<file path="src/hdl/hmt_pkg.sv">
package hmt_pkg;

  localparam int TABLE_DEPTH = 16;
  localparam int IDX_W = $clog2(TABLE_DEPTH);
  localparam int CNT_W = $clog2(TABLE_DEPTH + 1);

  localparam logic [31:0] SELF_ID_RST   = 32'd1;
  localparam logic [15:0] SELF_PORT_RST = 16'd0;

  typedef enum logic [1:0] {
    CMD_MERGE   = 2'd0,
    CMD_TICK    = 2'd1,
    CMD_DUMP    = 2'd2,
    CMD_RESTART = 2'd3
  } cmd_t;

  typedef enum logic [2:0] {
    ST_UPDATED  = 3'd0,
    ST_STALE    = 3'd1,
    ST_APPENDED = 3'd2,
    ST_FULL     = 3'd3,
    ST_LISTED   = 3'd4,
    ST_DONE     = 3'd5
  } status_t;

  typedef enum logic [2:0] {
    OSEL_HIT,
    OSEL_MISS,
    OSEL_TICK,
    OSEL_RESTART,
    OSEL_LIST
  } osel_t;

  typedef struct packed {
    logic [31:0] id;
    logic [15:0] port;
    logic [31:0] hb;
    logic [31:0] ts;
  } entry_t;

  typedef struct packed {
    status_t status;
    entry_t  ent;
    logic    last;
  } out_t;

  // controller to datapath
  typedef struct packed {
    logic             cap_in;
    logic             rd_en;
    logic [IDX_W-1:0] rd_addr;
    logic [IDX_W-1:0] hit_idx;
    logic             load_out;
    osel_t            osel;
    logic             out_last;
  } ctl_t;

  // datapath to controller
  typedef struct packed {
    logic [CNT_W-1:0] count;
    logic             match;
    logic             out_free;
  } sts_t;

endpackage

</file>
<file path="src/hdl/hmt_ctrl.sv">
module hmt_ctrl (
  input  logic               clk,
  input  logic               rst_n,
  input  logic               in_tvalid,
  output logic               in_tready,
  input  hmt_pkg::cmd_t      in_cmd,
  input  hmt_pkg::sts_t      sts,
  output hmt_pkg::ctl_t      ctl
);

  typedef enum logic [2:0] {
    S_IDLE,
    S_SRCH,
    S_EMIT,
    S_DRD,
    S_DOUT
  } state_t;

  state_t                     state_r, state_nxt;
  logic [hmt_pkg::CNT_W-1:0]  idx_r, idx_nxt;
  logic                       pend_r, pend_nxt;
  hmt_pkg::osel_t             osel_r, osel_nxt;
  logic [hmt_pkg::IDX_W-1:0]  hit_idx_r, hit_idx_nxt;
  logic                       dump_last;

  assign in_tready = (state_r == S_IDLE);
  assign dump_last = (idx_r == sts.count);

  always_comb begin
    state_nxt    = state_r;
    idx_nxt      = idx_r;
    pend_nxt     = pend_r;
    osel_nxt     = osel_r;
    hit_idx_nxt  = hit_idx_r;
    ctl          = '0;
    ctl.rd_addr  = idx_r[hmt_pkg::IDX_W-1:0];
    ctl.hit_idx  = hit_idx_r;
    ctl.osel     = osel_r;
    ctl.out_last = 1'b1;
    unique case (state_r)
      S_IDLE: begin
        if (in_tvalid) begin
          ctl.cap_in = 1'b1;
          idx_nxt    = '0;
          pend_nxt   = 1'b0;
          unique case (in_cmd)
            hmt_pkg::CMD_MERGE: state_nxt = S_SRCH;
            hmt_pkg::CMD_TICK: begin
              osel_nxt  = hmt_pkg::OSEL_TICK;
              state_nxt = S_EMIT;
            end
            hmt_pkg::CMD_DUMP: state_nxt = S_DRD;
            default: begin
              osel_nxt  = hmt_pkg::OSEL_RESTART;
              state_nxt = S_EMIT;
            end
          endcase
        end
      end
      S_SRCH: begin
        // read entry idx while comparing the entry held in the read register
        if (pend_r && sts.match) begin
          osel_nxt    = hmt_pkg::OSEL_HIT;
          hit_idx_nxt = hmt_pkg::IDX_W'(idx_r - hmt_pkg::CNT_W'(1));
          state_nxt   = S_EMIT;
        end else if (idx_r == sts.count) begin
          osel_nxt  = hmt_pkg::OSEL_MISS;
          state_nxt = S_EMIT;
        end else begin
          ctl.rd_en = 1'b1;
          idx_nxt   = idx_r + hmt_pkg::CNT_W'(1);
          pend_nxt  = 1'b1;
        end
      end
      S_EMIT: begin
        if (sts.out_free) begin
          ctl.load_out = 1'b1;
          state_nxt    = S_IDLE;
        end
      end
      S_DRD: begin
        ctl.rd_en = 1'b1;
        idx_nxt   = idx_r + hmt_pkg::CNT_W'(1);
        state_nxt = S_DOUT;
      end
      S_DOUT: begin
        ctl.osel     = hmt_pkg::OSEL_LIST;
        ctl.out_last = dump_last;
        if (sts.out_free) begin
          ctl.load_out = 1'b1;
          state_nxt    = dump_last ? S_IDLE : S_DRD;
        end
      end
      default: state_nxt = S_IDLE;
    endcase
  end

  always_ff @(posedge clk) begin
    if (!rst_n) begin
      state_r   <= S_IDLE;
      idx_r     <= '0;
      pend_r    <= 1'b0;
      osel_r    <= hmt_pkg::OSEL_TICK;
      hit_idx_r <= '0;
    end else begin
      state_r   <= state_nxt;
      idx_r     <= idx_nxt;
      pend_r    <= pend_nxt;
      osel_r    <= osel_nxt;
      hit_idx_r <= hit_idx_nxt;
    end
  end

endmodule

</file>
<file path="src/hdl/hmt_dpath.sv">
module hmt_dpath (
  input  logic                  clk,
  input  logic                  rst_n,
  input  logic [31:0]           in_id,
  input  logic [15:0]           in_port,
  input  logic [31:0]           in_hb,
  input  logic [31:0]           self_id,
  input  logic [15:0]           self_port,
  input  hmt_pkg::ctl_t         ctl,
  output hmt_pkg::sts_t         sts,
  output logic                  out_valid,
  input  logic                  out_ready,
  output hmt_pkg::out_t         out_word
);

  hmt_pkg::entry_t             mem_r [hmt_pkg::TABLE_DEPTH];
  hmt_pkg::entry_t             e0_r, e0_nxt;
  hmt_pkg::entry_t             rd_r;
  hmt_pkg::entry_t             in_r;
  hmt_pkg::entry_t             wr_data;
  logic                        wr_en;
  logic [hmt_pkg::IDX_W-1:0]   wr_addr;
  logic [hmt_pkg::CNT_W-1:0]   count_r, count_nxt;
  logic [31:0]                 lhb_r, lhb_nxt, lhb_inc;
  logic                        out_valid_r, out_valid_nxt;
  hmt_pkg::out_t               out_r, out_nxt;
  logic                        newer, full;

  assign lhb_inc = (lhb_r == '1) ? lhb_r : lhb_r + 32'd1;
  assign newer   = (in_r.hb > rd_r.hb);
  assign full    = (count_r == hmt_pkg::CNT_W'(hmt_pkg::TABLE_DEPTH));

  assign sts.count    = count_r;
  assign sts.match    = (rd_r.id == in_r.id) && (rd_r.port == in_r.port);
  assign sts.out_free = !out_valid_r || out_ready;

  assign out_valid = out_valid_r;
  assign out_word  = out_r;

  always_comb begin
    e0_nxt        = e0_r;
    count_nxt     = count_r;
    lhb_nxt       = lhb_r;
    wr_en         = 1'b0;
    wr_addr       = ctl.hit_idx;
    wr_data       = rd_r;
    out_nxt       = out_r;
    out_valid_nxt = out_valid_r && !out_ready;
    if (ctl.load_out) begin
      out_valid_nxt = 1'b1;
      out_nxt.last  = 1'b1;
      case (ctl.osel)
        hmt_pkg::OSEL_HIT: begin
          out_nxt.ent = rd_r;
          if (newer) begin
            out_nxt.status = hmt_pkg::ST_UPDATED;
            out_nxt.ent.hb = in_r.hb;
            out_nxt.ent.ts = lhb_r;
            wr_data        = out_nxt.ent;
            if (ctl.hit_idx == '0) begin
              e0_nxt = out_nxt.ent;
            end else begin
              wr_en = 1'b1;
            end
          end else begin
            out_nxt.status = hmt_pkg::ST_STALE;
          end
        end
        hmt_pkg::OSEL_MISS: begin
          out_nxt.ent    = in_r;
          out_nxt.ent.ts = lhb_r;
          if (full) begin
            out_nxt.status = hmt_pkg::ST_FULL;
          end else begin
            out_nxt.status = hmt_pkg::ST_APPENDED;
            wr_en          = 1'b1;
            wr_addr        = count_r[hmt_pkg::IDX_W-1:0];
            wr_data        = out_nxt.ent;
            count_nxt      = count_r + hmt_pkg::CNT_W'(1);
          end
        end
        hmt_pkg::OSEL_TICK: begin
          lhb_nxt        = lhb_inc;
          e0_nxt.hb      = lhb_inc;
          e0_nxt.ts      = lhb_inc;
          out_nxt.status = hmt_pkg::ST_DONE;
          out_nxt.ent    = e0_nxt;
        end
        hmt_pkg::OSEL_RESTART: begin
          e0_nxt.id      = self_id;
          e0_nxt.port    = self_port;
          e0_nxt.hb      = lhb_r;
          e0_nxt.ts      = lhb_r;
          count_nxt      = hmt_pkg::CNT_W'(1);
          out_nxt.status = hmt_pkg::ST_DONE;
          out_nxt.ent    = e0_nxt;
        end
        default: begin
          out_nxt.status = hmt_pkg::ST_LISTED;
          out_nxt.ent    = rd_r;
          out_nxt.last   = ctl.out_last;
        end
      endcase
    end
  end

  always_ff @(posedge clk) begin
    if (!rst_n) begin
      e0_r        <= '{id: hmt_pkg::SELF_ID_RST, port: hmt_pkg::SELF_PORT_RST,
                       hb: 32'd0, ts: 32'd0};
      count_r     <= hmt_pkg::CNT_W'(1);
      lhb_r       <= '0;
      out_valid_r <= 1'b0;
    end else begin
      e0_r        <= e0_nxt;
      count_r     <= count_nxt;
      lhb_r       <= lhb_nxt;
      out_valid_r <= out_valid_nxt;
    end
  end

  // payload registers
  always_ff @(posedge clk) begin
    out_r <= out_nxt;
    if (ctl.cap_in) begin
      in_r <= '{id: in_id, port: in_port, hb: in_hb, ts: 32'd0};
    end
  end

  // table memory, entry zero lives in e0_r
  always_ff @(posedge clk) begin
    if (wr_en) begin
      mem_r[wr_addr] <= wr_data;
    end
    if (ctl.rd_en) begin
      rd_r <= (ctl.rd_addr == '0) ? e0_r : mem_r[ctl.rd_addr];
    end
  end

endmodule

</file>
<file path="src/hdl/heartbeat_membership_table_unit.sv">
// Gossip heartbeat membership table of up to 16 entries, entry zero being
// the node itself, plus a saturating local heartbeat. Merge (tuser 0) looks
// the member up by id and port one stored entry per cycle through the
// registered table read; tick (1) and restart (3) send a single word each;
// dump (2) sends one word per entry, tlast on the final one. A stalled
// receiver holds up each result until the output register is free. One
// item is worked on at a time; a finished word waits in the output register
// while the next item is taken. self_id and self_port are copied into entry
// zero only on restart; after reset entry zero holds their reset values.
module heartbeat_membership_table_unit (
  input  logic         clk,
  input  logic         rst_n,
  input  logic         in_tvalid,
  output logic         in_tready,
  input  logic [79:0]  in_tdata,   // member_id, member_port, member_heartbeat
  input  logic [1:0]   in_tuser,   // command
  output logic         out_tvalid,
  input  logic         out_tready,
  output logic [111:0] out_tdata,  // entry_id, entry_port, entry_heartbeat,
                                   // entry_timestamp
  output logic [2:0]   out_tuser,  // status
  output logic         out_tlast,
  input  logic         cfg_psel,
  input  logic         cfg_penable,
  input  logic         cfg_pwrite,
  input  logic [2:0]   cfg_paddr,
  input  logic [31:0]  cfg_pwdata,
  output logic [31:0]  cfg_prdata,
  output logic         cfg_pready
);

  logic [31:0]   self_id_r, self_id_nxt;
  logic [15:0]   self_port_r, self_port_nxt;
  logic          cfg_wr;
  hmt_pkg::ctl_t ctl;
  hmt_pkg::sts_t sts;
  hmt_pkg::out_t out_word;

  assign cfg_pready = 1'b1;
  assign cfg_wr     = cfg_psel && cfg_penable && cfg_pwrite && cfg_pready;
  assign cfg_prdata = cfg_paddr[2] ? {16'd0, self_port_r} : self_id_r;

  always_comb begin
    self_id_nxt   = self_id_r;
    self_port_nxt = self_port_r;
    if (cfg_wr) begin
      if (cfg_paddr[2]) begin
        self_port_nxt = cfg_pwdata[15:0];
      end else begin
        self_id_nxt = cfg_pwdata;
      end
    end
  end

  always_ff @(posedge clk) begin
    if (!rst_n) begin
      self_id_r   <= hmt_pkg::SELF_ID_RST;
      self_port_r <= hmt_pkg::SELF_PORT_RST;
    end else begin
      self_id_r   <= self_id_nxt;
      self_port_r <= self_port_nxt;
    end
  end

  hmt_ctrl u_ctrl (
    .clk       (clk),
    .rst_n     (rst_n),
    .in_tvalid (in_tvalid),
    .in_tready (in_tready),
    .in_cmd    (hmt_pkg::cmd_t'(in_tuser)),
    .sts       (sts),
    .ctl       (ctl)
  );

  hmt_dpath u_dpath (
    .clk       (clk),
    .rst_n     (rst_n),
    .in_id     (in_tdata[31:0]),
    .in_port   (in_tdata[47:32]),
    .in_hb     (in_tdata[79:48]),
    .self_id   (self_id_r),
    .self_port (self_port_r),
    .ctl       (ctl),
    .sts       (sts),
    .out_valid (out_tvalid),
    .out_ready (out_tready),
    .out_word  (out_word)
  );

  assign out_tdata = {out_word.ent.ts, out_word.ent.hb, out_word.ent.port, out_word.ent.id};
  assign out_tuser = out_word.status;
  assign out_tlast = out_word.last;

`ifndef SYNTHESIS
  a_one_item: assert property (@(posedge clk) disable iff (!rst_n)
    in_tvalid && in_tready |=> !in_tready)
    else $error("item accepted while previous one still in work");

  a_last_single: assert property (@(posedge clk) disable iff (!rst_n)
    out_tvalid && (out_tuser != hmt_pkg::ST_LISTED) |-> out_tlast)
    else $error("single-word result without tlast");

  a_count_range: assert property (@(posedge clk) disable iff (!rst_n)
    (sts.count != '0) && (sts.count <= hmt_pkg::CNT_W'(hmt_pkg::TABLE_DEPTH)))
    else $error("entry count out of range");

  a_load_free: assert property (@(posedge clk) disable iff (!rst_n)
    ctl.load_out |-> sts.out_free)
    else $error("output register overwritten");
`endif

endmodule

</file>
<file path="config.mk">
export PLATFORM = sky130hd
export DESIGN_NAME = heartbeat_membership_table_unit
export DESIGN_NICKNAME = d
export VERILOG_FILES = /design/src/hdl/hmt_pkg.sv /design/src/hdl/hmt_ctrl.sv /design/src/hdl/hmt_dpath.sv /design/src/hdl/heartbeat_membership_table_unit.sv
export SDC_FILE = /design/constraint.sdc
export NUM_CORES = 2
export LEC_CHECK = 0
export BUFFER_PORTS_ARGS = -buffer_cell sky130_fd_sc_hd__buf_2
export CAP_MARGIN = 10
export CORE_MARGIN = 5
export CORE_UTILIZATION = 25
export DETAILED_ROUTE_END_ITERATION = 10
export SYNTH_ARGS = -nofsm -noshare
export SYNTH_HDL_FRONTEND = slang
export SYNTH_SLANG_ARGS = --single-unit
</file>
<file path="constraint.sdc">
create_clock -name clk -period 24.5 [get_ports clk]
set_input_delay 2.45 -clock clk [delete_from_list [all_inputs] [get_ports clk]]
set_output_delay 2.45 -clock clk [all_outputs]
set_load 0.01 [all_outputs]
</file>
==> results by group <==
Run status
  – Status: completed

Clock network
  – Inserted Clock Buffers: 206
  – CTS tree: yes
  – CTS Sinks: 2317
  – Clock Pin Slew Worst Setup and Hold Paths: 70 ps
  – CTS H-tree depth: 4
  – Root buffer cell: clkbuf_16
  – CTS hold repair buffers: 0
  – Post-CTS Setup Inserts: 0
  – PostCTS Resize Cnt: 0
  – Later-pin clock latency in the skew report: 870 ps
  – Clock Path Buffers: 4

Routing
  – Antenna-violating nets left: 0
  – First drt pass iteration count: 6
  – Via count: 50700
  – Via/cell ratio: 4.82
  – Final WL: 265000 um
  – Wire per inst: 25.2 um
  – # DRC: 0
  – Initial DRC Count: 5265

Yosys
  – Top post-synthesis cells by area: edfxtp_1 67%, mux4_2 13%, dfxtp_1 4.6%
  – Post-synthesis sequential area ratio: 0.717
  – Synth Area per Inst: 18.5 sq um
  – Share of the synthesized area in the top cell type: 0.671
  – Net Count, Synth: 5239
  – Post-Synthesis Cells: 5078
  – Yosys top cell by area: edfxtp_1
  – Yosys cell types: 70
  – Asr flop ratio synth: 0
  – Synth Cell Area: 94000 sq um
  – EDFF count, synth: 2100
  – Synth Warn #: 0
  – #FFs+latches synth: 2317
  – Post-synth top flop: edfxtp_1

Placed design
  – IO Port Bufs: 271
  – Dpl hpwl: 152000 um
  – Placed cell area: 101000 sq um
  – Placer Congestion: 0.863

Worst setup path
  – R2R setup slack: 17710 ps
  – CP required: 24960 ps
  – Crit-path max FO: 64
  – CP Class: primary input to flop
  – CP endpoint kind: flop
  – Crit path DAT: 8100 ps
  – CP startpoint kind: primary input

Layout
  – Most common cell after layout, fill and taps aside: edfxtp_1
  – Fin util: 0.289
  – Design Area, Final: 108000 sq um
  – Most frequent cells in the layout: 2100 x edfxtp_1, 560 x mux4_2, 271 x buf_2
  – Synth-to-Final Area Change: 15.1%
  – Proportion of layout cells with a drive suffix above 1: 0.274
  – Fill cells: 36800
  – Nets: 5492

Power
  – Leak: 33.3 nW
  – Peak VDD IR: 0.0539 mV
  – PwrDens: 90.5 nW/um^2

Job
  – Max_cap viols: 0

Global routing
  – Total gr overflow: 0
  – First-pass GRT wire length: 377000 um
  – Largest net degree at the start of global routing: 113
  – Initial antenna violation count: 24
  – GRT Total Usage: 0.131
  – Number of global-route vias before repair: 51900

Floorplanning
  – Std cell rows: 225
  – Die height: 623 um
  – Initial Utilization: 0.251
  – Die area: 388000 sq um
  – Die Span X: 623 um
  – I/O Pins: 275
  – Core Box Area: 375000 sq um

Timing
  – Final setup violation count: 0
  – RSZ-0062 raised after global routing: false
  – Clock Skew: 74.8 ps
  – Worst hold slack: 469 ps
  – F_max: 131 MHz
  – Slew at the pin with the worst max-slew slack: 1230 ps
  – Hold Violations, Final: 0
  – Setup TNS: 0 ps
  – Fin crit period: 7650 ps
  – Final Cycle Share: 0.312
  – Max-slew violations: 0
  – Rel. slew slack: 0.175

Worst hold path
  – Hold WC Path Type: flop to flop
-- synthesized netlist by cell type, types with 16 or more instances --
cell / number
a21oi_1: 203
a221o_1: 60
a22oi_1: 16
and3_1: 58
buf_1: 82
buf_2: 32
clkbuf_1: 224
dfxtp_1: 217
edfxtp_1: 2100
ha_1: 37
inv_1: 47
mux2_1: 60
mux2_2: 133
mux2i_1: 51
mux4_2: 560
nand2_1: 267
nand3_1: 36
nand4_1: 98
nor2_1: 155
nor2b_1: 19
nor3_1: 34
o21ai_0: 112
o221a_2: 47
o22a_1: 48
o31ai_1: 49
or3_1: 21
xnor2_1: 94
xor2_1: 45
-- routing by layer --
| metal | global-route usage | wire length, um | part of all wire |
|---|---|---|---|
| met5 | 0 | 36 | 0.00014 |
| met4 | 0.0804 | 18500 | 0.070 |
| met3 | 0.0174 | 14800 | 0.056 |
| met2 | 0.227 | 133000 | 0.50 |
| met1 | 0.153 | 98400 | 0.37 |
-- cells by family (layout without fill, tap and decap cells) --
logic type      after synthesis  count (layout)  synth area share
flops                      2317            2317             0.717
mux                         804             804             0.163
simple gates                748             748            0.0382
compound gates              627             627            0.0467
buf+inv                     405             826            0.0175
xor+xnor                    139             139            0.0130
fa+ha+maj                    37              37           0.00492
other cells                   1              14         0.0000399
-- worst max-delay path: stages --
cell	delay [ps]
buf_2	90
nand2b_1	120
nand2_1	180
inv_6	620
nand3_1	850
nor2_1	710
o21ai_0	330
buf_2	260
a211oi_4	890
buf_4	830
buf_4	620
-- through the flow --
step	std cells	power, mW	worst slack (ps)
final	10500	9.80	16850
after global routing	10500	10.1	16560
after CTS	10500	9.87	16640
after detailed placement	10100	6.59	15730
after global placement	10100	6.56	15800
after floorplan	5078	5.97	1450
-- power by group --
part           internal, mW  leakage, nW  total [mW]  switching, mW
clock                  1.86         3.31        3.29           1.43
combinational         0.659         9.16        1.69           1.03
sequential             4.67         20.8        4.82          0.150
-- sequential cells by signal (all words and copies together), names as in the netlist, named ones only --
signal,count
self_id_r,32
self_port_r,16
u_ctrl.hit_idx_r,4
u_ctrl.idx_r,5
u_ctrl.osel_r,2
u_ctrl.pend_r,1
u_ctrl.state_r,3
u_dpath.count_r,5
u_dpath.e0_r,112
u_dpath.in_r,80
u_dpath.lhb_r,32
u_dpath.mem_r,1792
u_dpath.out_valid,1
u_dpath.out_word,116
u_dpath.rd_r,112
-- worst paths after layout --
kind              cells after the start               from               endpoint
hold reg to reg                       2   u_dpath.e0_r[10]       u_dpath.e0_r[10]
setup reg to reg                     11  u_ctrl.state_r[2]  u_dpath.mem_r[12][37]
setup / recovery                     11         out_tready  u_dpath.mem_r[12][37]
hold / removal                        2   u_dpath.e0_r[10]       u_dpath.e0_r[10]
-- final cells by class --
| class | instances | area [sq um] | area share |
|---|---|---|---|
| clock inverter | 115 | 1260 | 0.0116 |
| tap | 4994 | 6250 | 0.0577 |
| antenna | 13 | 32.5 | 0.000301 |
| inverter | 53 | 211 | 0.00195 |
| clock buffer | 261 | 5510 | 0.0509 |
| multi-input combinational | 2356 | 25200 | 0.233 |
| sequential | 2317 | 67400 | 0.623 |
| timing repair buffer | 397 | 2340 | 0.0216 |
No activity file was read; power rests on OpenSTA's default activity.
